## src/sv/cbrb_pkg.sv

```systemverilog
package cbrb_pkg;

  // Storage and field geometry.
  localparam int unsigned DEPTH    = 1024;
  localparam int unsigned MAX_READ = 64;
  localparam int unsigned AW       = $clog2(DEPTH);
  localparam int unsigned LEN_W    = 11;
  localparam int unsigned BSZ_W    = 11;
  localparam int unsigned INIT_W   = 10;
  localparam int unsigned CFG_W    = 11;
  localparam int unsigned CIDX_W   = 2;
  localparam int unsigned POS_W    = 63;
  localparam int unsigned DATA_W   = 8;
  localparam int unsigned SZ_W     = (AW + 1 > LEN_W) ? AW + 1 : LEN_W;
  localparam int unsigned RCNT_W   = $clog2(MAX_READ + 1);
  localparam int unsigned DIV_CW   = $clog2(INIT_W);

  // Operation codes.
  localparam logic [1:0] OP_OPEN = 2'd0;
  localparam logic [1:0] OP_DATA = 2'd1;
  localparam logic [1:0] OP_READ = 2'd2;
  localparam logic [1:0] OP_NOP  = 2'd3;

  // Result status codes.
  localparam logic [1:0] STAT_OK        = 2'd0;
  localparam logic [1:0] STAT_TOO_LARGE = 2'd1;
  localparam logic [1:0] STAT_SHORT     = 2'd2;

  // Result kinds.
  localparam logic KIND_APPEND = 1'b0;
  localparam logic KIND_READ   = 1'b1;

  // Register indexes.
  localparam logic [CIDX_W-1:0] REG_BUFFER_SIZE      = 2'd0;
  localparam logic [CIDX_W-1:0] REG_INITIAL_POSITION = 2'd1;

  typedef enum logic [2:0] {
    S_IDLE = 3'b001,
    S_READ = 3'b010,
    S_DIV  = 3'b100
  } state_e;

  // Commands from the controller to the datapath.
  typedef struct packed {
    logic       div_step;
    logic       open_clear;
    logic       open_arm;
    logic       append_byte;
    logic       read_arm;
    logic       read_byte;
    logic       emit;
    logic       emit_kind;
    logic [1:0] emit_status;
    logic       emit_last;
    logic       emit_mem;
  } cmd_t;

  // Status from the datapath to the controller.
  typedef struct packed {
    logic open_too_large;
    logic open_no_room;
    logic len_zero;
    logic read_too_large;
    logic read_short;
    logic chunk_open;
    logic chunk_final;
    logic run_last;
    logic div_last;
  } stat_t;

endpackage

```

## src/sv/cbrb_ctrl.sv

```systemverilog
module cbrb_ctrl import cbrb_pkg::*; (
  input  logic       clk_i,
  input  logic       rst_ni,
  input  logic       start_i,
  input  logic [1:0] op_i,
  input  logic       cfg_we_i,
  input  stat_t      stat_i,
  output cmd_t       cmd_o,
  output logic       busy_o
);

  state_e state_q, state_d;

  assign busy_o = (state_q != S_IDLE);

  always_comb begin
    state_d = state_q;
    cmd_o   = '0;
    unique case (state_q)
      S_IDLE: begin
        priority if (cfg_we_i) begin
          state_d = S_DIV;
        end else if (start_i) begin
          unique case (op_i)
            OP_OPEN: begin
              cmd_o.open_clear = 1'b1;
              cmd_o.emit_kind  = KIND_APPEND;
              cmd_o.emit_last  = 1'b1;
              priority if (stat_i.open_too_large) begin
                cmd_o.emit        = 1'b1;
                cmd_o.emit_status = STAT_TOO_LARGE;
              end else if (stat_i.open_no_room) begin
                cmd_o.emit        = 1'b1;
                cmd_o.emit_status = STAT_SHORT;
              end else if (stat_i.len_zero) begin
                cmd_o.emit        = 1'b1;
                cmd_o.emit_status = STAT_OK;
              end else begin
                cmd_o.open_arm = 1'b1;
              end
            end
            OP_DATA: begin
              cmd_o.append_byte = stat_i.chunk_open;
              cmd_o.emit        = stat_i.chunk_final;
              cmd_o.emit_kind   = KIND_APPEND;
              cmd_o.emit_status = STAT_OK;
              cmd_o.emit_last   = 1'b1;
            end
            OP_READ: begin
              cmd_o.emit_kind = KIND_READ;
              cmd_o.emit_last = 1'b1;
              priority if (stat_i.read_too_large) begin
                cmd_o.emit        = 1'b1;
                cmd_o.emit_status = STAT_TOO_LARGE;
              end else if (stat_i.read_short) begin
                cmd_o.emit        = 1'b1;
                cmd_o.emit_status = STAT_SHORT;
              end else if (stat_i.len_zero) begin
                cmd_o.emit        = 1'b1;
                cmd_o.emit_status = STAT_OK;
              end else begin
                cmd_o.read_arm = 1'b1;
                state_d        = S_READ;
              end
            end
            OP_NOP: begin
            end
            default: begin
            end
          endcase
        end else begin
        end
      end
      S_READ: begin
        if (cfg_we_i) begin
          state_d = S_DIV;
        end else begin
          cmd_o.read_byte   = 1'b1;
          cmd_o.emit        = 1'b1;
          cmd_o.emit_kind   = KIND_READ;
          cmd_o.emit_status = STAT_OK;
          cmd_o.emit_last   = stat_i.run_last;
          cmd_o.emit_mem    = 1'b1;
          if (stat_i.run_last) begin
            state_d = S_IDLE;
          end
        end
      end
      S_DIV: begin
        if (!cfg_we_i) begin
          cmd_o.div_step = 1'b1;
          if (stat_i.div_last) begin
            state_d = S_IDLE;
          end
        end
      end
      default: begin
        state_d = S_IDLE;
      end
    endcase
  end

  always_ff @(posedge clk_i or negedge rst_ni) begin
    if (!rst_ni) begin
      state_q <= S_IDLE;
    end else begin
      state_q <= state_d;
    end
  end

endmodule

```

## config.mk

```make
export PLATFORM = sky130hd
export DESIGN_NAME = cbrb_ctrl
export DESIGN_NICKNAME = d
export VERILOG_FILES = /design/src/sv/cbrb_pkg.sv /design/src/sv/cbrb_ctrl.sv
export SDC_FILE = /design/constraint.sdc
export NUM_CORES = 1
export LEC_CHECK = 0
export BUFFER_PORTS_ARGS = -buffer_cell sky130_fd_sc_hd__buf_2
export CAP_MARGIN = 15
export CELL_PAD_IN_SITES_DETAIL_PLACEMENT = 0
export CELL_PAD_IN_SITES_GLOBAL_PLACEMENT = 1
export CORE_UTILIZATION = 31
export DETAILED_ROUTE_END_ITERATION = 8
export GPL_ROUTABILITY_DRIVEN = 0
export PLACE_DENSITY_LB_ADDON = 0.1
export SLEW_MARGIN = 20
export SYNTH_ARGS = -nofsm -noshare
export SYNTH_HDL_FRONTEND = slang
export SYNTH_SLANG_ARGS = --single-unit
```

## constraint.sdc

```tcl
create_clock -name clk_i -period 2.04 [get_ports clk_i]
set_input_delay 0.204 -clock clk_i [delete_from_list [all_inputs] [get_ports clk_i]]
set_output_delay 0.204 -clock clk_i [all_outputs]
set_load 0.005 [all_outputs]
```

======== Yosys cells after proc, flatten, opt, wreduce, memory -nomap -nowiden ========
Cells that the tools add are included.
operators by class
  reductions and logical operators ........ 2
  equal/unequal tests ..................... 14
  muxes and demuxes ....................... 40
operators by type and width
  operator            number
  $mux 3              10
  $mux 1              16
  $ne 3x3->1 const B  5
  $pmux 5 s3          1
  $mux 4              3
  $mux 2              5
  $mux 5              2
  $pmux 5 s2          1
  $pmux 3 s3          1
  $reduce_and 8->1    1
  $mux 7              1
  $ne 2x2->1 const B  2
  $eq 3x1->1 const B  1
  $eq 3x2->1 const B  1
  $eq 3x3->1 const B  1
  $ne 3x1->1 const B  1
  $ne 3x2->1 const B  1
  $eq 2x1->1 const B  1
  $eq 2x2->1 const B  1
  $logic_not 2->1     1
storage, ports and cells
  logic and storage cells ................. 57
  bits in registers ....................... 3
  input bits .............................. 15
  output and inout bits ................... 13

======== Logic depth before layout (Yosys ltp) ========
Gate-level depths: netlist of the first run.
  depth after elaboration ................. 7
  depth in mapped cells ................... 4
  depth with buffers taken out ............ 3

======== Least setup slack after synthesis of the first run ========
Ideal clock, no wire load.
  path kind ............................... reg2out
  start ................................... register state_q[0]
  end ..................................... output port cmd_o[9] in the netlist's numbering
  arrival ................................. 1.167 ns
  data required time ...................... 1.836 ns
  cell stages (with the launch flop) ...... 5
  path buffers ............................ 1
  setup slack ............................. 0.669 ns
  path through ............................ dfstp_2 buf_6 nor2b_4 nand3_4 nor4_4
RTL lines
  element                 RTL line          text
  start, declared         cbrb_ctrl.sv:12   state_e state_q, state_d;
  start signal, assigned  cbrb_ctrl.sv:107  state_q <= state_d;
  end, declared           cbrb_ctrl.sv:8    output cmd_t cmd_o,

==> results of run 1 <==
cell type report:
type | count | share of cell area, %
inverters | 2 | 1.23
well taps | 15 | 3.07
clock buffers | 4 | 4.29
repair buffers | 28 | 23.7
flip-flops and latches | 3 | 12.5
multi-input cells | 41 | 55.2
worst paths after layout:
check	from	endpoint	depth (start not counted)
min in group asynchronous	rst_ni	state_q[2]	2
min reg2reg	state_q[2]	state_q[1]	1
min	cfg_we_i	state_q[1]	2
max	state_q[0]	cmd_o[9]	4
max in group asynchronous	rst_ni	state_q[0]	2
max reg2reg	state_q[0]	state_q[0]	3
Yosys cell counts, types with 2 or more instances:
cell | number | area [um^2]
buf_4 | 2 | 15.0
buf_6 | 4 | 45.0
dfrtp_1 | 2 | 50.1
inv_1 | 2 | 7.51
nand2b_1 | 3 | 18.8
nor2_1 | 2 | 7.51
nor2b_1 | 3 | 18.8
nor3_1 | 4 | 20.0
nor3_2 | 4 | 40.0
o21bai_1 | 2 | 15.0
o32ai_1 | 2 | 17.5
cell families after synthesis:
kind of cell,after synthesis,synth area share [%]
AND/OR/NAND/NOR,27,44.2
AO/OA/AOI/OAI,11,19.5
buffers and inverters,9,14.9
flip-flops,3,15.7
XOR/XNOR,2,3.60
multiplexers,1,2.06
through the flow:
| stage | cells | power [W] | setup slack [ns] | utilization (%) | hold slack (ns) |
|---|---|---|---|---|---|
| after floorplan | 53 | 0.000313 | 0.669 | - | -0.0916 |
| after global placement | 88 | 0.000345 | 0.530 | 41.6 | 0.00116 |
| after detailed placement | 88 | 0.000343 | 0.510 | 41.6 | 0.00225 |
| after CTS | 93 | 0.000450 | 0.256 | 44.3 | 0.272 |
| after global routing | 93 | 0.000482 | 0.201 | 44.3 | 0.288 |
| final | 93 | 0.000440 | 0.283 | 44.3 | 0.279 |
critical path: stages, from the launching register on:
cell and delay, ns:
dfstp_2 0.58, nor2b_4 0.21, nand3_4 0.17, nor4_4 0.22, buf_2 0.14
what timing repair did:
action                                  in CTS  in global routing
endpoints found under the hold margin        3                  0
endpoints found under the setup margin       0                  0
hold buffers                                 1                  0
routing by layer:
layer / share of wire, % / GRT usage (%) / wire length [um] / vias to the layer above
met5: 0 / 0 / 0 / -
met4: 0 / 5.81 / 0 / 0
met3: 5.8 / 3.04 / 62 / 0
met2: 47 / 20.0 / 499 / 21
met1: 47 / 15.4 / 500 / 204
li1: - / - / - / 247
power groups by stage:
stage	logic (W)	registers [W]	clock network, W
2_1_floorplan	0.000221	0.0000919	0
3_3_place_gp	0.000217	0.000127	0
4_1_cts	0.000216	0.000128	0.000106
3_5_place_dp	0.000214	0.000129	0
6_report	0.000213	0.000127	0.000100
5_1_grt	0.000235	0.000132	0.000115
layout by cell type, fill, tap and decap left out, types with 2 or more instances in the layout:
cell type   n
clkbuf_4    3
nor3_2      4
nand2b_1    3
nor3_1      4
dfrtp_1     2
nor2_1      2
nor2b_1     3
inv_1       2
o32ai_1     2
o21bai_1    2
buf_2      27
==> metrics, run 1 <==
Reg power frac 28.9%; TritonCTS Buffers 3; largest registers state_q x3; area delta synth->final 25.7%; P_sw 0.000169 W; post-CTS sizing 0; final slew viol count 0; CTS Buffer Depth 2; Die Wd 41.6 um; Post-synth ARST share 100%; clock root buffer clkbuf_4; port bufs 27; crit-path max FO 9; clk_lat worst skew 0.23 ns; first-pass GRT wire length 1660 um; Detailed Route WL 1060 um; Critical Path RT 1.84 ns; GRT Overall Usage 12.4%; outcome completed; VDD IR max 0.000177 V; First DRT Iteration DRCs 3; post-place instance area 576 um^2; Comb pwr share 48.3%; post-CTS setup buffers 0; Top Ports 28; Pint 0.000271 W; Die Span Y 41.6 um; Worst setup EP type output port; TritonCTS clock tree done; Reg with most FFs state_q; clk sinks 3; Pre-antenna DRT Iters 3; Yosys reg bits 3; Worst-path clk slew 0.03 ns; fill count 145; RSZ-0062 raised after global routing false; vias in the first global route 405; unique cell type count in the Yosys netlist 34; fin crit period 1.76 ns; initial antenna violation count 0; WL/cell 11.4 um; pin count of the biggest net entering global routing 11; setup TNS 0 ns; final layout net count 94; # H-tree levels 1; Fin. Hold Viols 0; routed vias 472; sequential-to-total area share from yosys stat 15.7%; die footprint 1730 um^2; Syn Std Cell Area 487 um^2; area occupied by multi-input gates 338 um^2; Pleak 0.280 nW; maxcap violations 0; effective utilization at floorplan 35.2%; Sequential cell area 76.3 um^2; worst endpoint data arrival time 1.55 ns; # setup viols final 0; Syn Area/Cell 9.18 um^2; max reg flops 3; vias per inst 5.08; share of layout cells above drive strength 1 51.3%; sw frac 38.4%; number of flops mapped to enable cells by yosys 0; R2R Setup Slk 0.76 ns; DRC viols 0; worst hold-check path type in2reg; Slew @ Worst Pin 0.422 ns; Most used DFF post-synth dfrtp_1; Clock Power Share 22.8%; WS Path Type reg2out; Clock Skew 0.000304 ns; FP Rows 13; grt ovf 0; ANT nets after route 0; Gate Count Post-Synth 53; DP HPWL 882 um; Ys Warns 0; ant diodes 0; core area 1380 um^2; Post-Syn Nets 68; Peak Freq 569 MHz; period utilization 86.1%; relative slew slack 71.6%; Startpoint Class flip-flop; post-route cell area 612 um^2; Power Dens Cells 719 nW/um^2
No activity file was read; power rests on OpenSTA's default activity.
==> run 2, diff against run 1 <==
--- a/config.mk
+++ b/config.mk
@@ -9,6 +9,7 @@
 export CAP_MARGIN = 15
 export CELL_PAD_IN_SITES_DETAIL_PLACEMENT = 0
 export CELL_PAD_IN_SITES_GLOBAL_PLACEMENT = 1
+export CORE_MARGIN = 3
 export CORE_UTILIZATION = 31
 export DETAILED_ROUTE_END_ITERATION = 8
 export GPL_ROUTABILITY_DRIVEN = 0
==> metrics, run 2 (same netlist as run 1, synthesis figures left out) <==
worst setup margin 0.279 ns (was 0.283 ns); slowest stage cell on the critical path dfstp_2 (unchanged); Reg with most FFs state_q (unchanged); ANT nets after route 0 (unchanged); DP HPWL 911 um (was 882 um); crit-path max FO 9 (unchanged); initial antenna violation count 0 (unchanged); First DRT Iteration DRCs 2 (was 3); P_sw 0.000170 W (was 0.000169 W); Comb pwr share 47.9% (was 48.3%); setup TNS 0 ns (unchanged); ant diodes 0 (unchanged); Detailed Route WL 1110 um (was 1060 um); commonest non-fill, non-tap cell in the layout buf_2 (unchanged); Top Ports 28 (unchanged); Pint 0.000271 W (about the same); worst endpoint data arrival time 1.56 ns (was 1.55 ns); vias in the first global route 448 (was 405); DRC viols 0 (unchanged); most frequent cells in the layout buf_2 (27), nor3_2 (4), nor3_1 (4) (unchanged); die footprint 2080 um^2 (was 1730 um^2); TritonCTS clock tree done (unchanged); CP peak stage delay 0.58 ns (about the same); Slew @ Worst Pin 0.399 ns (was 0.422 ns); sw frac 38.6% (was 38.4%); effective utilization at floorplan 35.2% (unchanged); area delta synth->final 25.7% (unchanged); port bufs 27 (unchanged); max reg flops 3 (unchanged); Clock Power Share 22.9% (was 22.8%); period utilization 86.3% (was 86.1%); Power Dens Cells 721 nW/um^2 (was 719 nW/um^2); GRT Overall Usage 12.0% (was 12.4%); cell chain of the critical path nor2b_4, nand3_4, nor4_4, buf_2 (unchanged); Pleak 0.280 nW (unchanged); Fin. Hold Viols 0 (unchanged); outcome completed (unchanged); VDD IR max 0.000217 V (was 0.000177 V); Peak Freq 568 MHz (was 569 MHz); routed vias 484 (was 472); worst hold-check path type in2reg (unchanged); clock root buffer clkbuf_4 (unchanged); share of layout cells above drive strength 1 51.3% (unchanged); crit-path leading delay family simple AND/OR/NAND/NOR gates (unchanged); WL/cell 11.9 um (was 11.4 um); Critical Path RT 1.84 ns (about the same); grt ovf 0 (unchanged); Startpoint Class flip-flop (unchanged); Buf+Inv Stages, Crit Path 1 (unchanged); Die Wd 45.6 um (was 41.6 um); vias per inst 5.20 (was 5.08); Worst-path clk slew 0.04 ns (was 0.03 ns); # H-tree levels 1 (unchanged); final layout net count 94 (unchanged); TritonCTS Buffers 3 (unchanged); total power 0.000441 W (was 0.000440 W); # setup viols final 0 (unchanged); CTS Buffer Depth 2 (unchanged); Die Span Y 45.6 um (was 41.6 um); clk sinks 3 (unchanged); Pre-antenna DRT Iters 2 (was 3); Final Core Density 44.3% (unchanged); pre-CTS setup slack 0.517 ns (was 0.510 ns); relative slew slack 73.2% (was 71.6%); first-pass GRT wire length 1870 um (was 1660 um); WS Path Type reg2out (unchanged); Clock Skew 0.00299 ns (was 0.000304 ns); pin count of the biggest net entering global routing 11 (unchanged); final slew viol count 0 (unchanged); core area 1380 um^2 (unchanged); post-CTS sizing 0 (unchanged); Worst setup EP type output port (unchanged); largest registers state_q x3 (unchanged); clk_lat worst skew 0.23 ns (about the same); fin crit period 1.76 ns (about the same); Reg power frac 29.2% (was 28.9%); maxcap violations 0 (unchanged); RSZ-0062 raised after global routing false (unchanged); FP Rows 13 (unchanged)
## run 2: cell counts in the layout (fill, tap and decap cells not counted)
Identical to the previous run, type by type.
## run 2: metrics by stage
step	hold WS, ns	std cells	instance area (um^2)
2_1_floorplan	-0.0916	53	487
3_3_place_gp	0.000196	88	576
3_5_place_dp	0.00240	88	576
4_1_cts	0.269	93	612
5_1_grt	0.282	93	612
6_report	0.268	93	612
## run 2: power groups by stage
stage	clock [W]	combinational, W	sequential, W
6_report	0.000101	0.000211	0.000129
2_1_floorplan	0	0.000221	0.0000919
5_1_grt	0.000111	0.000233	0.000134
3_5_place_dp	0	0.000213	0.000128
4_1_cts	0.000104	0.000215	0.000127
3_3_place_gp	0	0.000215	0.000129
## run 2: area by class of cell
| class | instances | area, um^2 |
|---|---|---|
| timing repair buffer | 28 | 145 |
| sequential | 3 | 76.3 |
| tap | 15 | 18.8 |
| inverter | 2 | 7.51 |
| fill | 136 | 771 |
| clock buffer | 4 | 26.3 |
| multi-input combinational | 41 | 338 |
## run 2: what timing repair did
item	CTS	global route
hold buffers	1	0
hold endpoints to repair	3	0
buffers inserted	0	0
## run 2: path summary, 6_finish.rpt
path	startpoint	endpoint	slack, ns	cells past startpoint
max	state_q[0]	cmd_o[9]	0.28	4
max reg2reg	state_q[0]	state_q[0]	0.75	3
min in group asynchronous	rst_ni	state_q[2]	0.30	2
max in group asynchronous	rst_ni	state_q[0]	1.55	2
min	cfg_we_i	state_q[1]	0.27	2
min reg2reg	state_q[2]	state_q[1]	0.65	1
## run 2: per-layer routing
layer	global-route usage, %	vias up	share of wire [%]
met5	0	-	0
met3	1.58	0	9.0
met4	5.26	0	0
li1	-	247	-
met1	16.4	214	46
met2	18.7	23	45
